[src/hdl/pst_pkg.sv]
// shared types and codes for the postfix stack evaluator
// used by the top level, the divider and the checker; no dependencies
package pst_pkg;

	localparam int unsigned DATA_W = 32;

	typedef enum logic [2:0] {
		ST_OK       = 3'd0,
		ST_UNDER    = 3'd1,
		ST_OVER     = 3'd2,
		ST_DIVZERO  = 3'd3,
		ST_LEFTOVER = 3'd4
	} status_t;

	typedef enum logic [1:0] {
		OP_ADD = 2'd0,
		OP_SUB = 2'd1,
		OP_MUL = 2'd2,
		OP_DIV = 2'd3
	} op_t;

	typedef enum logic [3:0] {
		S_IDLE,
		S_RD2,
		S_RD1,
		S_EXEC,
		S_DIVW,
		S_WB,
		S_FIN,
		S_FIN_DAT,
		S_OUT
	} state_t;

	typedef struct packed {
		logic              start;
		logic [DATA_W-1:0] dividend;
		logic [DATA_W-1:0] divisor;
	} div_req_t;

endpackage

[src/hdl/pst_ram.sv]
// generic single-write, single-read ram with registered read data
// no dependencies
module pst_ram #(
	parameter int WIDTH = 32,
	parameter int DEPTH = 64
) (
	input  logic                     clk,
	input  logic                     we,
	input  logic [$clog2(DEPTH)-1:0] waddr,
	input  logic [WIDTH-1:0]         wdata,
	input  logic [$clog2(DEPTH)-1:0] raddr,
	output logic [WIDTH-1:0]         rdata
);

	logic [WIDTH-1:0] mem [DEPTH];

	always_ff @(posedge clk) begin
		if (we) begin
			mem[waddr] <= wdata;
		end
		rdata <= mem[raddr];
	end

endmodule

[src/hdl/pst_div.sv]
// iterative signed truncating divider, one quotient bit per cycle
// depends on pst_pkg; divisor must be nonzero when start is raised
module pst_div (
	input  logic                      clk,
	input  logic                      arst_n,
	input  pst_pkg::div_req_t         req,
	output logic                      done,
	output logic [pst_pkg::DATA_W-1:0] quotient
);

	localparam int W  = pst_pkg::DATA_W;
	localparam int CW = $clog2(W);

	logic          busy_q;
	logic          done_q;
	logic [CW-1:0] cnt_q;
	logic          neg_q;
	logic [W-1:0]  rem_q;
	logic [W-1:0]  quo_q;
	logic [W-1:0]  mb_q;

	logic [W:0]    rem_sh;
	logic [W:0]    diff;
	logic          na;
	logic          nb;

	assign na     = req.dividend[W-1];
	assign nb     = req.divisor[W-1];
	assign rem_sh = {rem_q, quo_q[W-1]};
	assign diff   = rem_sh - {1'b0, mb_q};

	always_ff @(posedge clk or negedge arst_n) begin
		if (!arst_n) begin
			busy_q <= 1'b0;
			done_q <= 1'b0;
			cnt_q  <= '0;
		end else begin
			done_q <= 1'b0;
			if (req.start) begin
				busy_q <= 1'b1;
				cnt_q  <= '0;
			end else if (busy_q) begin
				cnt_q <= cnt_q + 1'b1;
				if (cnt_q == CW'(W - 1)) begin
					busy_q <= 1'b0;
					done_q <= 1'b1;
				end
			end
		end
	end

	always_ff @(posedge clk) begin
		if (req.start) begin
			neg_q <= na ^ nb;
			rem_q <= '0;
			quo_q <= na ? (W'(0) - req.dividend) : req.dividend;
			mb_q  <= nb ? (W'(0) - req.divisor) : req.divisor;
		end else if (busy_q) begin
			// restoring step on magnitudes
			if (!diff[W]) begin
				rem_q <= diff[W-1:0];
				quo_q <= {quo_q[W-2:0], 1'b1};
			end else begin
				rem_q <= rem_sh[W-1:0];
				quo_q <= {quo_q[W-2:0], 1'b0};
			end
		end
	end

	assign done     = done_q;
	assign quotient = neg_q ? (W'(0) - quo_q) : quo_q;

endmodule

[src/hdl/postfix_stack_evaluator.sv]
// postfix stack evaluator top level: token stream in, one result per expression out
// depends on pst_pkg, pst_ram and pst_div
//
// usage:
//   s_* takes one parsed postfix token per transfer. s_tuser is the token kind
//   (0 operand, 1 operator), s_tdata carries the operand value and operator code,
//   s_tlast marks the final token of an expression.
//   m_* gives one result per expression (final value and status) after the
//   token with s_tlast has been processed; other tokens give no result.
// sequencing:
//   operand push: ready again the next cycle.
//   add, subtract, multiply: two stack reads through the registered ram
//   read port, then execute and write back.
//   divide: waits for the 32-step iterative divider before write back.
//   a last token adds the top read (skipped on an error or an empty stack) and the output load.
// reset: stack count and error clear, output goes invalid; stack ram contents
//   are not cleared and are only read below the count.
// stall: a result waits in the output register while the next expression's
//   tokens are taken; the block only holds in its output step when a second
//   result is ready before the first has been transferred.
module postfix_stack_evaluator #(
	parameter int STACK_DEPTH = 64
) (
	input  logic        clk,
	input  logic        arst_n,
	input  logic        s_tvalid,
	output logic        s_tready,
	input  logic [39:0] s_tdata,   // [31:0] operand_value, [33:32] operator_code, rest zero
	input  logic        s_tlast,   // last_token
	input  logic        s_tuser,   // [0] mode
	output logic        m_tvalid,
	input  logic        m_tready,
	output logic [39:0] m_tdata    // [31:0] final_value, [34:32] status, rest zero
);

	localparam int W  = pst_pkg::DATA_W;
	localparam int AW = $clog2(STACK_DEPTH);
	localparam int CW = $clog2(STACK_DEPTH + 1);

	pst_pkg::state_t  state_q, state_d;
	logic [CW-1:0]    count_q, count_d;
	pst_pkg::status_t err_q, err_d;
	logic             m_valid_q, m_valid_d;

	pst_pkg::op_t     op_q, op_d;
	logic             last_q, last_d;
	logic [W-1:0]     second_q, second_d;
	logic [W-1:0]     first_q, first_d;
	logic [W-1:0]     result_q, result_d;
	logic [W-1:0]     fin_val_q, fin_val_d;
	pst_pkg::status_t fin_st_q, fin_st_d;
	logic [W-1:0]     m_val_q, m_val_d;
	pst_pkg::status_t m_st_q, m_st_d;

	logic             ram_we;
	logic [AW-1:0]    ram_waddr;
	logic [W-1:0]     ram_wdata;
	logic [AW-1:0]    ram_raddr;
	logic [W-1:0]     ram_rdata;

	pst_pkg::div_req_t div_req;
	logic              div_done;
	logic [W-1:0]      div_quo;

	logic [CW-1:0]    cnt_m1;
	logic [CW-1:0]    cnt_m2;
	logic [2*W-1:0]   product;

	assign cnt_m1  = count_q - CW'(1);
	assign cnt_m2  = count_q - CW'(2);
	assign product = first_q * second_q;

	pst_ram #(
		.WIDTH(W),
		.DEPTH(STACK_DEPTH)
	) u_stack (
		.clk  (clk),
		.we   (ram_we),
		.waddr(ram_waddr),
		.wdata(ram_wdata),
		.raddr(ram_raddr),
		.rdata(ram_rdata)
	);

	pst_div u_div (
		.clk     (clk),
		.arst_n  (arst_n),
		.req     (div_req),
		.done    (div_done),
		.quotient(div_quo)
	);

	always_comb begin
		state_d   = state_q;
		count_d   = count_q;
		err_d     = err_q;
		m_valid_d = m_valid_q;
		op_d      = op_q;
		last_d    = last_q;
		second_d  = second_q;
		first_d   = first_q;
		result_d  = result_q;
		fin_val_d = fin_val_q;
		fin_st_d  = fin_st_q;
		m_val_d   = m_val_q;
		m_st_d    = m_st_q;

		ram_we    = 1'b0;
		ram_waddr = count_q[AW-1:0];
		ram_wdata = s_tdata[W-1:0];
		ram_raddr = cnt_m1[AW-1:0];

		div_req.start    = 1'b0;
		div_req.dividend = first_q;
		div_req.divisor  = second_q;

		s_tready = (state_q == pst_pkg::S_IDLE);

		if (m_valid_q && m_tready) begin
			m_valid_d = 1'b0;
		end

		unique case (state_q)
			pst_pkg::S_IDLE: begin
				if (s_tvalid) begin
					op_d    = pst_pkg::op_t'(s_tdata[33:32]);
					last_d  = s_tlast;
					state_d = s_tlast ? pst_pkg::S_FIN : pst_pkg::S_IDLE;
					// tokens after an error only wait for the last one
					if (err_q == pst_pkg::ST_OK) begin
						if (!s_tuser) begin
							if (count_q == CW'(STACK_DEPTH)) begin
								err_d = pst_pkg::ST_OVER;
							end else begin
								ram_we  = 1'b1;
								count_d = count_q + CW'(1);
							end
						end else if (count_q < CW'(2)) begin
							err_d = pst_pkg::ST_UNDER;
						end else begin
							state_d = pst_pkg::S_RD2;
						end
					end
				end
			end
			pst_pkg::S_RD2: begin
				second_d  = ram_rdata;
				ram_raddr = cnt_m2[AW-1:0];
				state_d   = pst_pkg::S_RD1;
			end
			pst_pkg::S_RD1: begin
				first_d = ram_rdata;
				state_d = pst_pkg::S_EXEC;
			end
			pst_pkg::S_EXEC: begin
				state_d = pst_pkg::S_WB;
				case (op_q)
					pst_pkg::OP_ADD: result_d = first_q + second_q;
					pst_pkg::OP_SUB: result_d = first_q - second_q;
					pst_pkg::OP_MUL: result_d = product[W-1:0];
					default: begin
						if (second_q == '0) begin
							// both operands consumed, nothing pushed
							err_d   = pst_pkg::ST_DIVZERO;
							count_d = cnt_m2;
							state_d = last_q ? pst_pkg::S_FIN : pst_pkg::S_IDLE;
						end else begin
							div_req.start = 1'b1;
							state_d       = pst_pkg::S_DIVW;
						end
					end
				endcase
			end
			pst_pkg::S_DIVW: begin
				if (div_done) begin
					result_d = div_quo;
					state_d  = pst_pkg::S_WB;
				end
			end
			pst_pkg::S_WB: begin
				ram_we    = 1'b1;
				ram_waddr = cnt_m2[AW-1:0];
				ram_wdata = result_q;
				count_d   = cnt_m1;
				state_d   = last_q ? pst_pkg::S_FIN : pst_pkg::S_IDLE;
			end
			pst_pkg::S_FIN: begin
				if (err_q != pst_pkg::ST_OK) begin
					fin_val_d = '0;
					fin_st_d  = err_q;
					state_d   = pst_pkg::S_OUT;
				end else if (count_q == '0) begin
					fin_val_d = '0;
					fin_st_d  = pst_pkg::ST_UNDER;
					state_d   = pst_pkg::S_OUT;
				end else begin
					state_d = pst_pkg::S_FIN_DAT;
				end
			end
			pst_pkg::S_FIN_DAT: begin
				fin_val_d = ram_rdata;
				fin_st_d  = (count_q > CW'(1)) ? pst_pkg::ST_LEFTOVER : pst_pkg::ST_OK;
				state_d   = pst_pkg::S_OUT;
			end
			pst_pkg::S_OUT: begin
				if (!m_valid_q || m_tready) begin
					m_valid_d = 1'b1;
					m_val_d   = fin_val_q;
					m_st_d    = fin_st_q;
					count_d   = '0;
					err_d     = pst_pkg::ST_OK;
					state_d   = pst_pkg::S_IDLE;
				end
			end
			default: state_d = pst_pkg::S_IDLE;
		endcase
	end

	always_ff @(posedge clk or negedge arst_n) begin
		if (!arst_n) begin
			state_q   <= pst_pkg::S_IDLE;
			count_q   <= '0;
			err_q     <= pst_pkg::ST_OK;
			m_valid_q <= 1'b0;
		end else begin
			state_q   <= state_d;
			count_q   <= count_d;
			err_q     <= err_d;
			m_valid_q <= m_valid_d;
		end
	end

	always_ff @(posedge clk) begin
		op_q      <= op_d;
		last_q    <= last_d;
		second_q  <= second_d;
		first_q   <= first_d;
		result_q  <= result_d;
		fin_val_q <= fin_val_d;
		fin_st_q  <= fin_st_d;
		m_val_q   <= m_val_d;
		m_st_q    <= m_st_d;
	end

	assign m_tvalid = m_valid_q;
	assign m_tdata  = {5'b0, m_st_q, m_val_q};

endmodule

[config.mk]
export PLATFORM = sky130hd
export DESIGN_NAME = postfix_stack_evaluator
export DESIGN_NICKNAME = d
export VERILOG_FILES = /design/src/hdl/pst_pkg.sv /design/src/hdl/pst_ram.sv /design/src/hdl/pst_div.sv /design/src/hdl/postfix_stack_evaluator.sv
export SDC_FILE = /design/constraint.sdc
export NUM_CORES = 2
export LEC_CHECK = 0
export ABC_CLOCK_PERIOD_IN_PS = 9700
export BUFFER_PORTS_ARGS = -buffer_cell sky130_fd_sc_hd__buf_2
export CORE_MARGIN = 1
export CORE_UTILIZATION = 55
export DETAILED_ROUTE_END_ITERATION = 8
export PLACE_DENSITY = 0.7
export SYNTH_ARGS = -nofsm -noshare
export SYNTH_HDL_FRONTEND = slang
export SYNTH_SLANG_ARGS = --single-unit
[constraint.sdc]
create_clock -name clk -period 9.7 [get_ports clk]
set_clock_uncertainty 0.1 [all_clocks]
set_input_delay 0 -clock clk [delete_from_list [all_inputs] [get_ports clk]]
set_output_delay 0 -clock clk [all_outputs]
set_load 0.05 [all_outputs]
==> flow_summary.ini <==
[synth]
synthArstFlopShare_pct = 0.887
yosysTopAreaCellShare_pct = 61.1
synth.avg_cell_area_um2 = 16.2
ys_types = 79
ys_warn_count = 0
ys.flop_type = edfxtp_1
synth_area_leader_cell = edfxtp_1
synth.most_common_cell = edfxtp_1
syn-cell-area_um2 = 112000
ys_top_cells_by_area = edfxtp_1, mux4_2, fa_1
synth-edff-count = 2282
syn_inst = 6908
synth_common_cells = edfxtp_1, mux4_2, nand2_1
synth_seq_cells = 2367
synth.yosys.seq_area_share_pct = 62.7

[sta]
final_hold_viol_count = 0
slew_violations = 0
fin_crit_sh_pct = 86.6
tns_ps = 0
fmax_mhz = 119
finalSetupViolCount = 0
fin_crit_ps = 8400
tightestPinTransition_ps = 1390
relSlewSlack_pct = 7.04
rsz0062_at_grt = no

[global_routing]
grt_pass1_vias = 63700
grt_remaining_overflow = 0
grt_max_degree = 119
grt_pass1_wl_um = 424000
grt_usage_pct = 28.5
antenna_found_initial = 7

[route]
routed_via_density = 6.26
drt_first_pass_iters = 6
drc = 0
highest_layer = met4
vias = 61800
dr.first_iter.drc_count = 6294
wl_met3_um = 20900
drtAntennaViolNets = 0
m1WireLength_um = 109000
wl_per_cell_um = 29.3
wl_um = 289000
met2_length_um = 146000

[setup_path]
critPathMaxFanout = 22
worstRegToRegCells = 24
max_stage_delay_ps = 1060
ff2ff_setup_slack_ps = 1300
r2r_start = first_q[6]$_DFFE_PP_
cp_slowest_cell = edfxtp_1
crit_end = result_q[31]$_DFFE_PP_
crit_chain = and2_1, fa_1, inv_1, fa_1, fa_1, inv_1, fa_1, ha_1, ha_1, inv_1, fa_1, inv_1, fa_1, ha_1, or3_1, a221oi_1, o21ai_0, a31oi_1, o21ai_0, a31oi_1, o21ai_0, xnor2_1, nor2_1, a221oi_1
critPathLaunchType = register
crit_path_start = first_q[6]$_DFFE_PP_
worst_ep_required_time_ps = 10270
worstSetupPathType = register to register
r2r_end = result_q[31]$_DFFE_PP_
cp-end-kind = register
cp_common_cell = fa_1
worstPathArrival_ps = 8980

[cts]
cts.sinks = 2367
cts_resized = 0
h-tree-depth = 4
clock_path_buffers = 3
clkTransAtPathRegs_ps = 70
clk_latency_ps = 870
clock-root-buffer = clkbuf_16
cts_tree = yes
cts_setup_buffers = 0
numCtsBuffers = 224

[flow_run]
maxCapViolations = 0

[final_layout]
n_fill_cell = 14500
drive_gt1_share_pct = 16.9
syn2layout_area_growth_pct = 10.3
nets = 7656

[floorplanning]
initial_core_util_pct = 55.4
die_y_um = 454
rows = 165
die_w_um = 454
ios = 88
core_um2 = 203000
fp.dieArea_um2 = 206000

[place]
place.gp.congestion = 0.936
port_buffers = 76
hpwl_um = 173000

[outcome]
status = complete, no violations

[worst_hold_path]
hold_path_class = input port to register
## worst max-delay path, delay by kind of cell, from the launching register on
family | cells | cell delay, ps
xor+xnor | 1 | 300
simple gates | 3 | 740
fa+ha+maj | 9 | 3570
buf+inv | 4 | 240
flops | 1 | 1060
compound gates | 7 | 2190
## placed cells by master (no fill, tap or decap), types with 21 or more instances in the layout
cell type,netlist,final
nand3_1,29,29
a21o_1,47,47
fa_1,410,410
o21ai_0,136,136
mux4_2,528,528
buf_4,5,149
xnor2_1,172,167
inv_1,436,436
nor3_1,42,41
o31ai_1,23,23
nand2_1,448,416
clkbuf_1,292,54
nor2_1,207,141
nand2_2,1,33
nor2_4,0,66
and2_1,349,349
edfxtp_1,2282,2282
a21oi_1,246,245
dfrtp_1,21,21
buf_2,74,76
ha_1,203,202
nand2b_1,32,31
dfxtp_1,64,64
xor2_1,91,91
clkbuf_16,0,232
a211oi_1,187,187
clkinv_1,1,56
nor2b_1,118,117
clkinv_2,0,38
mux2i_1,209,208
## how the worst min path moves through the flow
| stage | startpoint | to | slack [ps] | cells after the start |
|---|---|---|---|---|
| after floorplan | arst_n | count_q[0]$_DFFE_PN0P_ | -400 | 0 |
| after global placement | arst_n | u_div.cnt_q[2]$_DFFE_PN0P_ | -80 | 1 |
| after detailed placement | arst_n | u_div.cnt_q[2]$_DFFE_PN0P_ | -80 | 1 |
| after CTS | s_tvalid | last_q$_DFFE_PP_ | 30 | 3 |
| after global routing | s_tlast | state_q[1]$_DFFE_PN0P_ | 90 | 5 |
| final | s_tlast | state_q[1]$_DFFE_PN0P_ | 100 | 5 |
## metrics by stage
stage | instances | instance area (um2) | setup slack, ps | utilization [%] | hold WS [ps]
6_report | 9865 | 124000 | 1300 | 61.1 | 102
5_1_grt | 9864 | 124000 | 973 | 61.1 | 94.9
4_1_cts | 9862 | 124000 | 1330 | 61.1 | 33.9
3_5_place_dp | 9426 | 116000 | 1390 | 57.5 | -78.2
3_3_place_gp | 9426 | 116000 | 1440 | 57.5 | -79.0
2_1_floorplan | 6912 | 112000 | 2500 | - | -396
## state kept, by name, summed over array words and instances (netlist names), 5 cells and up
register / flops
first_q: 32
result_q: 32
count_q: 7
u_div.cnt_q: 5
u_stack.mem: 2048
u_div.rem_q: 32
u_stack.rdata: 32
u_div.quo_q: 32
m_val_q: 32
fin_val_q: 32
second_q: 32
u_div.mb_q: 32
## timing repair
action,CTS,global route
hold endpoints to repair,38,0
setup endpoints to repair,0,0
hold buffers,16,0
## per-layer routing
layer | vias up | GRT usage (%)
li1 | 26100 | -
met1 | 32600 | 36.6
met4 | 0 | 12.2
met5 | - | 0
met2 | 2610 | 48.2
met3 | 543 | 4.53
## final cells by class
class	count	area (um2)	area share (%)
inverter	438	1640	1.33
antenna	2	5.00	0.00404
timing repair buffer	254	1920	1.55
multi-input combinational	3712	39300	31.8
clock inverter	132	1170	0.946
sequential	2367	70300	56.8
clock buffer	288	6040	4.88
tap	2672	3340	2.70
## cells by family (layout without fill, tap and decap cells)
family | count (synthesis) | count (layout) | synth area share (%)
AO/OA/AOI/OAI | 776 | 776 | 4.43
multiplexers | 738 | 738 | 12.5
XOR/XNOR | 263 | 263 | 2.05
buffers and inverters | 833 | 1112 | 2.89
adder cells (fa/ha/maj) | 613 | 613 | 9.58
other | 1 | 7 | 0.00334
AND/OR/NAND/NOR | 1317 | 1317 | 5.89
flip-flops | 2367 | 2367 | 62.7
Power is left out: the tool's default activity adds up to more than one toggle a clock period on the data nets, which glitch-free logic cannot reach.
